$ cat src/mavt_pkg.sv
// Shared types and constants for the multi-turn angle and velocity tracker.
package mavt_pkg;

    localparam int CPR_W   = 15;
    localparam int TIME_W  = 32;
    localparam int ANGLE_W = 32;
    localparam int VEL_W   = 32;
    localparam int DT_W    = 19;
    localparam int DIFF_W  = ANGLE_W + 1;
    localparam int SCALE_W = 20;
    localparam int NUM_W   = DIFF_W + SCALE_W;
    localparam int QUO_W   = VEL_W + 1;

    localparam logic [1:0] FUNC_INIT  = 2'd0;
    localparam logic [1:0] FUNC_ANGLE = 2'd1;
    localparam logic [1:0] FUNC_VEL   = 2'd2;

    localparam logic [CPR_W-1:0]   CPR_RESET   = 15'd16384;
    localparam logic [SCALE_W-1:0] VEL_SCALE   = 20'd1000000;
    localparam logic [TIME_W-1:0]  DT_LIMIT    = 32'd500000;
    localparam logic [DT_W-1:0]    DT_FALLBACK = 19'd1000;
    localparam logic [VEL_W-1:0]   VEL_MAX     = 32'h7FFF_FFFF;
    localparam logic [VEL_W-1:0]   VEL_MIN     = 32'h8000_0000;

    typedef struct packed {
        logic             start;
        logic [NUM_W-1:0] dividend;
        logic [DT_W-1:0]  divisor;
    } div_req_t;

    typedef struct packed {
        logic             done;
        logic             ovf;
        logic [QUO_W-1:0] quotient;
    } div_rsp_t;

endpackage

$ cat src/mavt_div.sv
// Restoring shift-subtract divider, one quotient bit per cycle, with overflow detect.
module mavt_div (
    input  logic               aclk,
    input  logic               aresetn,
    input  mavt_pkg::div_req_t req,
    output mavt_pkg::div_rsp_t rsp
);

    localparam int CNT_W = $clog2(mavt_pkg::QUO_W);
    localparam int HI_W  = mavt_pkg::NUM_W - mavt_pkg::QUO_W;

    logic                         busy_reg, busy_next;
    logic                         done_reg, done_next;
    logic                         ovf_reg, ovf_next;
    logic [CNT_W-1:0]             cnt_reg, cnt_next;
    logic [mavt_pkg::DT_W-1:0]    rem_reg, rem_next;
    logic [mavt_pkg::DT_W-1:0]    dvs_reg, dvs_next;
    logic [mavt_pkg::QUO_W-1:0]   quo_reg, quo_next;

    logic [mavt_pkg::DT_W:0]      trial;
    logic [mavt_pkg::DT_W:0]      trial_sub;
    logic                         trial_ge;
    logic                         start_ovf;

    assign trial     = {rem_reg, quo_reg[mavt_pkg::QUO_W-1]};
    assign trial_ge  = trial >= {1'b0, dvs_reg};
    assign trial_sub = trial - {1'b0, dvs_reg};
    assign start_ovf = req.dividend[mavt_pkg::NUM_W-1 -: HI_W]
                       >= HI_W'({1'b0, req.divisor});

    always_comb begin
        busy_next = busy_reg;
        done_next = 1'b0;
        ovf_next  = ovf_reg;
        cnt_next  = cnt_reg;
        rem_next  = rem_reg;
        dvs_next  = dvs_reg;
        quo_next  = quo_reg;
        if (busy_reg) begin
            rem_next = trial_ge ? trial_sub[mavt_pkg::DT_W-1:0] : trial[mavt_pkg::DT_W-1:0];
            quo_next = {quo_reg[mavt_pkg::QUO_W-2:0], trial_ge};
            cnt_next = cnt_reg - 1'b1;
            if (cnt_reg == '0) begin
                busy_next = 1'b0;
                done_next = 1'b1;
            end
        end else if (req.start) begin
            dvs_next = req.divisor;
            ovf_next = start_ovf;
            rem_next = req.dividend[mavt_pkg::NUM_W-2 -: mavt_pkg::DT_W];
            quo_next = req.dividend[mavt_pkg::QUO_W-1:0];
            cnt_next = CNT_W'(mavt_pkg::QUO_W - 1);
            if (start_ovf) begin
                done_next = 1'b1;
            end else begin
                busy_next = 1'b1;
            end
        end
    end

    always_ff @(posedge aclk) begin
        if (!aresetn) begin
            busy_reg <= 1'b0;
            done_reg <= 1'b0;
            ovf_reg  <= 1'b0;
        end else begin
            busy_reg <= busy_next;
            done_reg <= done_next;
            ovf_reg  <= ovf_next;
        end
    end

    always_ff @(posedge aclk) begin
        cnt_reg <= cnt_next;
        rem_reg <= rem_next;
        dvs_reg <= dvs_next;
        quo_reg <= quo_next;
    end

    assign rsp.done     = done_reg;
    assign rsp.ovf      = ovf_reg;
    assign rsp.quotient = quo_reg;

endmodule

$ cat src/multiturn_angle_velocity_tracker.sv
// Multi-turn angle unwrap and velocity tracker for an absolute single-turn encoder.
// One item is processed at a time: an angle-only or initialize item passes through the
// TRACK, ANGLE and OUT states, a velocity item also through DIFF, MUL, LOAD and DIV,
// where the bit-serial divider produces 33 quotient bits one per cycle (none when the
// quotient overflows and the result saturates at once).
// s_tready is high only while the sequencer is idle, which it reenters as the result
// is presented; a finished result sits in the output register until taken, so the
// next input can be accepted meanwhile, and the following result waits for it.
// velocity_cps = (angle - angle at last velocity item) * 1e6 / dt, truncated toward
// zero and saturated; dt falls back to 1000 us when zero or above 500000 us.
module multiturn_angle_velocity_tracker #(
    parameter int RAW_BITS  = 14,
    parameter int TURN_BITS = 16
) (
    input  logic                                  aclk,
    input  logic                                  aresetn,
    input  logic                                  cfg_valid,
    output logic                                  cfg_ready,
    input  logic [mavt_pkg::CPR_W-1:0]            cfg_data,   // counts_per_rev
    input  logic                                  s_tvalid,
    output logic                                  s_tready,
    input  logic [((RAW_BITS+32+7)/8)*8-1:0]      s_tdata,    // raw_count, time_us
    input  logic [1:0]                            s_tuser,    // func
    output logic                                  m_tvalid,
    input  logic                                  m_tready,
    output logic [63:0]                           m_tdata,    // angle_counts, velocity_cps
    output logic                                  m_tuser     // velocity_valid
);

    localparam int CMP_W  = (RAW_BITS + 3 > mavt_pkg::CPR_W + 2) ? RAW_BITS + 3
                                                                  : mavt_pkg::CPR_W + 2;
    localparam int PROD_W = TURN_BITS + mavt_pkg::CPR_W + 1;
    localparam int SUM_W  = (PROD_W + 1 > mavt_pkg::ANGLE_W) ? PROD_W + 1
                                                             : mavt_pkg::ANGLE_W;

    typedef enum logic [7:0] {
        S_IDLE  = 8'b0000_0001,
        S_TRACK = 8'b0000_0010,
        S_ANGLE = 8'b0000_0100,
        S_DIFF  = 8'b0000_1000,
        S_MUL   = 8'b0001_0000,
        S_LOAD  = 8'b0010_0000,
        S_DIV   = 8'b0100_0000,
        S_OUT   = 8'b1000_0000
    } state_t;

    state_t                             state_reg, state_next;
    logic [mavt_pkg::CPR_W-1:0]         cpr_reg, cpr_next;
    logic [RAW_BITS-1:0]                prev_raw_reg, prev_raw_next;
    logic signed [TURN_BITS-1:0]        turn_reg, turn_next;
    logic [mavt_pkg::ANGLE_W-1:0]       prev_angle_reg, prev_angle_next;
    logic [mavt_pkg::TIME_W-1:0]        prev_time_reg, prev_time_next;
    logic                               m_valid_reg, m_valid_next;

    logic [1:0]                         func_reg, func_next;
    logic [RAW_BITS-1:0]                raw_reg, raw_next;
    logic [mavt_pkg::TIME_W-1:0]        time_reg, time_next;
    logic [mavt_pkg::DT_W-1:0]          dt_reg, dt_next;
    logic [mavt_pkg::ANGLE_W-1:0]       angle_reg, angle_next;
    logic                               neg_reg, neg_next;
    logic [mavt_pkg::DIFF_W-1:0]        dmag_reg, dmag_next;
    logic [mavt_pkg::NUM_W-1:0]         num_reg, num_next;
    logic [mavt_pkg::VEL_W-1:0]         vel_reg, vel_next;
    logic                               vvalid_reg, vvalid_next;
    logic [63:0]                        m_data_reg, m_data_next;
    logic                               m_user_reg, m_user_next;

    logic signed [RAW_BITS:0]           d;
    logic [RAW_BITS:0]                  d_neg;
    logic [RAW_BITS-1:0]                mag;
    logic [CMP_W-1:0]                   mag5;
    logic [CMP_W-1:0]                   cpr4;
    logic                               jump;
    logic [mavt_pkg::TIME_W-1:0]        dt_raw;
    logic signed [PROD_W-1:0]           prod;
    logic signed [SUM_W-1:0]            angle_sum;
    logic signed [mavt_pkg::DIFF_W-1:0] diff;
    logic [mavt_pkg::DIFF_W-1:0]        diff_neg;
    logic [mavt_pkg::QUO_W-1:0]         q;
    logic [mavt_pkg::VEL_W-1:0]         q_neg;
    logic                               sat;
    logic                               out_free;

    mavt_pkg::div_req_t                 div_req;
    mavt_pkg::div_rsp_t                 div_rsp;

    mavt_div u_div (
        .aclk    (aclk),
        .aresetn (aresetn),
        .req     (div_req),
        .rsp     (div_rsp)
    );

    assign cfg_ready = 1'b1;
    assign s_tready  = (state_reg == S_IDLE);
    assign m_tvalid  = m_valid_reg;
    assign m_tdata   = m_data_reg;
    assign m_tuser   = m_user_reg;
    assign out_free  = !m_valid_reg || m_tready;

    assign d     = $signed({1'b0, raw_reg}) - $signed({1'b0, prev_raw_reg});
    assign d_neg = -d;
    assign mag   = d[RAW_BITS] ? d_neg[RAW_BITS-1:0] : d[RAW_BITS-1:0];
    assign mag5  = (CMP_W'(mag) << 2) + CMP_W'(mag);
    assign cpr4  = CMP_W'(cpr_reg) << 2;
    assign jump  = mag5 > cpr4;

    assign dt_raw = time_reg - prev_time_reg;

    assign prod      = turn_reg * $signed({1'b0, cpr_reg});
    assign angle_sum = SUM_W'(prod) + SUM_W'($signed({1'b0, prev_raw_reg}));

    assign diff     = $signed({angle_reg[mavt_pkg::ANGLE_W-1], angle_reg})
                    - $signed({prev_angle_reg[mavt_pkg::ANGLE_W-1], prev_angle_reg});
    assign diff_neg = -diff;

    assign q     = div_rsp.quotient;
    assign q_neg = -q[mavt_pkg::VEL_W-1:0];
    assign sat   = div_rsp.ovf
                 | (neg_reg ? (q[mavt_pkg::VEL_W] | (q[mavt_pkg::VEL_W-1]
                                                    & (|q[mavt_pkg::VEL_W-2:0])))
                            : (q[mavt_pkg::VEL_W] | q[mavt_pkg::VEL_W-1]));

    assign div_req.start    = (state_reg == S_LOAD);
    assign div_req.dividend = num_reg;
    assign div_req.divisor  = dt_reg;

    always_comb begin
        state_next      = state_reg;
        cpr_next        = cpr_reg;
        prev_raw_next   = prev_raw_reg;
        turn_next       = turn_reg;
        prev_angle_next = prev_angle_reg;
        prev_time_next  = prev_time_reg;
        m_valid_next    = m_valid_reg;
        func_next       = func_reg;
        raw_next        = raw_reg;
        time_next       = time_reg;
        dt_next         = dt_reg;
        angle_next      = angle_reg;
        neg_next        = neg_reg;
        dmag_next       = dmag_reg;
        num_next        = num_reg;
        vel_next        = vel_reg;
        vvalid_next     = vvalid_reg;
        m_data_next     = m_data_reg;
        m_user_next     = m_user_reg;

        if (cfg_valid && cfg_ready) begin
            cpr_next = cfg_data;
        end
        if (m_valid_reg && m_tready) begin
            m_valid_next = 1'b0;
        end

        unique case (state_reg)
            S_IDLE: begin
                if (s_tvalid) begin
                    func_next  = s_tuser;
                    raw_next   = s_tdata[RAW_BITS-1:0];
                    time_next  = s_tdata[RAW_BITS +: mavt_pkg::TIME_W];
                    state_next = S_TRACK;
                end
            end
            S_TRACK: begin
                if (dt_raw == '0 || dt_raw > mavt_pkg::DT_LIMIT) begin
                    dt_next = mavt_pkg::DT_FALLBACK;
                end else begin
                    dt_next = dt_raw[mavt_pkg::DT_W-1:0];
                end
                unique case (func_reg) inside
                    mavt_pkg::FUNC_INIT: begin
                        turn_next       = '0;
                        prev_angle_next = '0;
                        prev_raw_next   = raw_reg;
                        prev_time_next  = time_reg;
                    end
                    mavt_pkg::FUNC_ANGLE, mavt_pkg::FUNC_VEL: begin
                        if (jump) begin
                            turn_next = d[RAW_BITS] ? turn_reg + 1'b1 : turn_reg - 1'b1;
                        end
                        prev_raw_next = raw_reg;
                    end
                    default: begin
                    end
                endcase
                state_next = S_ANGLE;
            end
            S_ANGLE: begin
                angle_next  = angle_sum[mavt_pkg::ANGLE_W-1:0];
                vel_next    = '0;
                vvalid_next = 1'b0;
                state_next  = (func_reg == mavt_pkg::FUNC_VEL) ? S_DIFF : S_OUT;
            end
            S_DIFF: begin
                neg_next   = diff[mavt_pkg::DIFF_W-1];
                dmag_next  = diff[mavt_pkg::DIFF_W-1] ? diff_neg : diff;
                state_next = S_MUL;
            end
            S_MUL: begin
                num_next   = dmag_reg * mavt_pkg::VEL_SCALE;
                state_next = S_LOAD;
            end
            S_LOAD: begin
                state_next = S_DIV;
            end
            S_DIV: begin
                if (div_rsp.done) begin
                    if (sat) begin
                        vel_next = neg_reg ? mavt_pkg::VEL_MIN : mavt_pkg::VEL_MAX;
                    end else begin
                        vel_next = neg_reg ? q_neg : q[mavt_pkg::VEL_W-1:0];
                    end
                    vvalid_next     = 1'b1;
                    prev_angle_next = angle_reg;
                    prev_time_next  = time_reg;
                    state_next      = S_OUT;
                end
            end
            S_OUT: begin
                if (out_free) begin
                    m_data_next  = {vel_reg, angle_reg};
                    m_user_next  = vvalid_reg;
                    m_valid_next = 1'b1;
                    state_next   = S_IDLE;
                end
            end
            default: begin
                state_next = S_IDLE;
            end
        endcase
    end

    always_ff @(posedge aclk) begin
        if (!aresetn) begin
            state_reg      <= S_IDLE;
            cpr_reg        <= mavt_pkg::CPR_RESET;
            prev_raw_reg   <= '0;
            turn_reg       <= '0;
            prev_angle_reg <= '0;
            prev_time_reg  <= '0;
            m_valid_reg    <= 1'b0;
        end else begin
            state_reg      <= state_next;
            cpr_reg        <= cpr_next;
            prev_raw_reg   <= prev_raw_next;
            turn_reg       <= turn_next;
            prev_angle_reg <= prev_angle_next;
            prev_time_reg  <= prev_time_next;
            m_valid_reg    <= m_valid_next;
        end
    end

    always_ff @(posedge aclk) begin
        func_reg   <= func_next;
        raw_reg    <= raw_next;
        time_reg   <= time_next;
        dt_reg     <= dt_next;
        angle_reg  <= angle_next;
        neg_reg    <= neg_next;
        dmag_reg   <= dmag_next;
        num_reg    <= num_next;
        vel_reg    <= vel_next;
        vvalid_reg <= vvalid_next;
        m_data_reg <= m_data_next;
        m_user_reg <= m_user_next;
    end

endmodule

$ cat config.mk
export PLATFORM = sky130hd
export DESIGN_NAME = multiturn_angle_velocity_tracker
export DESIGN_NICKNAME = d
export VERILOG_FILES = /design/src/mavt_pkg.sv /design/src/mavt_div.sv /design/src/multiturn_angle_velocity_tracker.sv
export SDC_FILE = /design/constraint.sdc
export NUM_CORES = 2
export LEC_CHECK = 0
export BUFFER_PORTS_ARGS = -buffer_cell sky130_fd_sc_hd__buf_2
export CAP_MARGIN = 20
export CORE_MARGIN = 2
export CORE_UTILIZATION = 45
export CTS_CLUSTER_SIZE = 10
export DETAILED_ROUTE_END_ITERATION = 8
export GPL_ROUTABILITY_DRIVEN = 1
export GPL_TIMING_DRIVEN = 0
export MAX_ROUTING_LAYER = met4
export PLACE_DENSITY_LB_ADDON = 0.3
export SLEW_MARGIN = 20
export SYNTH_ARGS = -nofsm -noshare
export SYNTH_HDL_FRONTEND = slang
export SYNTH_HIERARCHICAL = 1
export SYNTH_SLANG_ARGS = --single-unit
$ cat constraint.sdc
create_clock -name aclk -period 9.4 [get_ports aclk]
set_input_delay 1.88 -clock aclk [delete_from_list [all_inputs] [get_ports aclk]]
set_output_delay 1.88 -clock aclk [all_outputs]
set_load 0.01 [all_outputs]
==> reports/metrics.yaml <==
critical_path:
  critPathLaunchType: "flip-flop"
  crit_buf_inv: 5
  worstPathMaxFanout: 23
  regToRegSetupSlack_ns: 1.34
  rr_worst_depth: 38
  path_class: "reg2reg"
  r2r-start: "raw_reg[0]$_DFFE_PP_"
  crit_family: "compound AO/OA/AOI/OAI gates"
  crit_cells: 38
  cpMaxStageDelayCell: "clkbuf_1"
  startpoint: "raw_reg[0]$_DFFE_PP_"
  critPathMostFrequentCell: "a21oi_1"
  crit_required_ns: 9.98
  cp.arrival_ns: 8.64
  r2r_end: "turn_reg[13]$_SDFFE_PN0P_"
  critical_path.max_stage_delay_ns: 0.50
  cp-end-kind: "flip-flop"
routing:
  drc: 0
  via_per_inst: 5.174
  route.vias.total: 30210
  dr.first_iter.drc_count: 1631
  wl_per_cell_um: 16.61
  ant_nets: 0
  wl_um: 96980
  drt_first_pass_iters: 6
yosys:
  yosys-top-cells-area: "edfxtp_1 (25%), fa_1 (19%), ha_1 (12%), inv_1 (6.8%), dfxtp_1 (5.6%)"
  yosysTopAreaCellShare: 0.2485
  synth_seq_cells: 476
  syn_inst: 4325
  synthMuxAreaShare: 0.01899
  synth_enable_flop_cells: 355
  synthAdderAreaFrac: 0.3089
  synth_most_common_cell: "inv_1"
  synth.avg_cell_area_sq_um: 9.917
  synth_top_family_by_area: "adder cells"
  async_reset_ff_frac: 0
  ys_seq_area_frac: 0.3050
  synth-simple-area-share: 0.1266
  synth_commonest_cells: "inv_1 (775), ha_1 (411), fa_1 (405), edfxtp_1 (355), nand2_1 (340)"
  syn_area_sq_um: 42890
  synth_top_flop_cell: "edfxtp_1"
  yosys.area.top_type: "edfxtp_1"
  yosys_warnings: 6
  synth_xor_area_frac: 0.04227
  ys_types: 93
  synth_compound_gate_area_share: 0.1159
power:
  powerDensity_nw_per_um2: 110.2
  power_leakage_nw: 20.35
  ir_drop_v: 0.0001279
cts:
  postCtsHoldBufs: 0
  clock_path_buffers: 3
  cts.clk_slew.worst_paths_ns: 0.06
  cts.repair.resized: 0
  clockRootBuffer: "clkbuf_16"
  cts_tree: "yes"
  postCtsSetupBuffers: 0
  insertion_delay_ns: 0.67
  cts_max_level: 2
  numCtsBuffers: 58
  cts_sinks: 476
timing:
  fin_crit_ns: 8.057
  finalClockSkew_ns: 0.03097
  rsz0062_at_grt: "no"
  tightest_slew_ns: 0.9433
  slew_viol_final: 0
  report.final.setup_viol: 0
  slew_headroom: 0.3688
  setup_tns_ns: 0
  post-route-period-util: 0.8571
  hold_viol: 0
  timing.fmax_ghz: 0.1241
worst_hold_path:
  hold_depth: 0
  hold_start: "vel_reg[2]$_SDFFCE_PN0P_"
  min_to: "m_tdata[34]$_DFFE_PP_"
  hp-class: "reg2reg"
die:
  io_pins: 138
  coreArea_sq_um: 94730
  floorplan.initialDensity: 0.4528
  die_x_um: 312.7
  die_height_um: 312.7
  row_count: 113
  die_area_sq_um: 97800
outcome:
  status: "completed"
place:
  gp_congestion: 0.8969
  dp.cells: 5738
  place_hpwl_um: 78510
  numPortBuffers: 133
  dpl_cell_area_sq_um: 45320
global_routing:
  grt_overflow: 0
  antenna_found_initial: 6
  grt_max_degree: 59
  gr-usage-all-layers: 0.2093
  grt_pass1_wl_um: 159600
  grt_pass1_vias: 30920
flow_run:
  drv_cap: 0
finish:
  largest_register_ffs: 64
  drive_gt1_frac: 0.06999
  finish.instance_area_sq_um: 47090
  area_delta_synth_final_pct: 9.790
  fin_cells: 5839
  nNetsFinal: 5419
per-stage QoR:
step                  util  power [W]  hold WS [ns]  worst slack, ns
floorplan                -   0.002935        0.4003            2.435
global placement    0.4767   0.003094        0.4037           0.7489
detailed placement  0.4784   0.003114        0.4045            1.391
CTS                 0.4970   0.005251        0.4168            1.337
global route        0.4970   0.005431        0.4221           0.5037
finish              0.4971   0.005191        0.4151            1.343
metal layers:
layer / share of wire / wire length [um] / global-route usage
met5: 0 / 0 / -
met4: 0.036 / 3449 / 0.07090
met3: 0.037 / 3560 / 0.02296
met2: 0.49 / 47700 / 0.3577
met1: 0.44 / 42270 / 0.2585
logic make-up (layout without fill, tap and decap cells):
kind of cell    after synthesis  after routing
compound gates              740            740
xor+xnor                    207            207
fa+ha+maj                   816            816
buf+inv                     906           1148
flops                       476            476
mux                          77             77
other cells                   2              9
simple gates               1101           1101
area by class of cell:
cell class	count	area [sq um]
plain buffers	127	595.6
fillers	8812	47640
inverters	779	2924
well taps	1265	1583
multi-input cells	2948	26340
repair buffers	143	802.0
clock inverters	11	125.1
diodes	2	5.005
flip-flops and latches	476	13080
clock buffers	88	1637
report_power, final:
group	leakage (nW)	internal, W	switching [W]
registers	4.33	0.00227	0.0000247
logic	15.2	0.000352	0.000436
clock network	0.849	0.00122	0.000887
total	20.4	0.00384	0.00135
layout by cell type (no fill, tap or decap), drive strengths merged, types with 107 or more instances in the layout:
| master | synthesis | final |
|---|---|---|
| edfxtp | 355 | 355 |
| fa | 405 | 405 |
| nor2 | 252 | 252 |
| clkbuf | 103 | 191 |
| nand2 | 340 | 340 |
| buf | 24 | 167 |
| a21oi | 201 | 201 |
| inv | 777 | 779 |
| and2 | 107 | 107 |
| xnor2 | 148 | 148 |
| ha | 411 | 411 |
| dfxtp | 121 | 121 |
worst max path at each step:
stage / to
2_1_floorplan: turn_reg[0]$_SDFFE_PN0P_
3_3_place_gp: turn_reg[7]$_SDFFE_PN0P_
3_5_place_dp: turn_reg[9]$_SDFFE_PN0P_
4_1_cts: turn_reg[9]$_SDFFE_PN0P_
5_1_grt: turn_reg[10]$_SDFFE_PN0P_
6_report: turn_reg[13]$_SDFFE_PN0P_
Power figures use the tool's default switching activity.
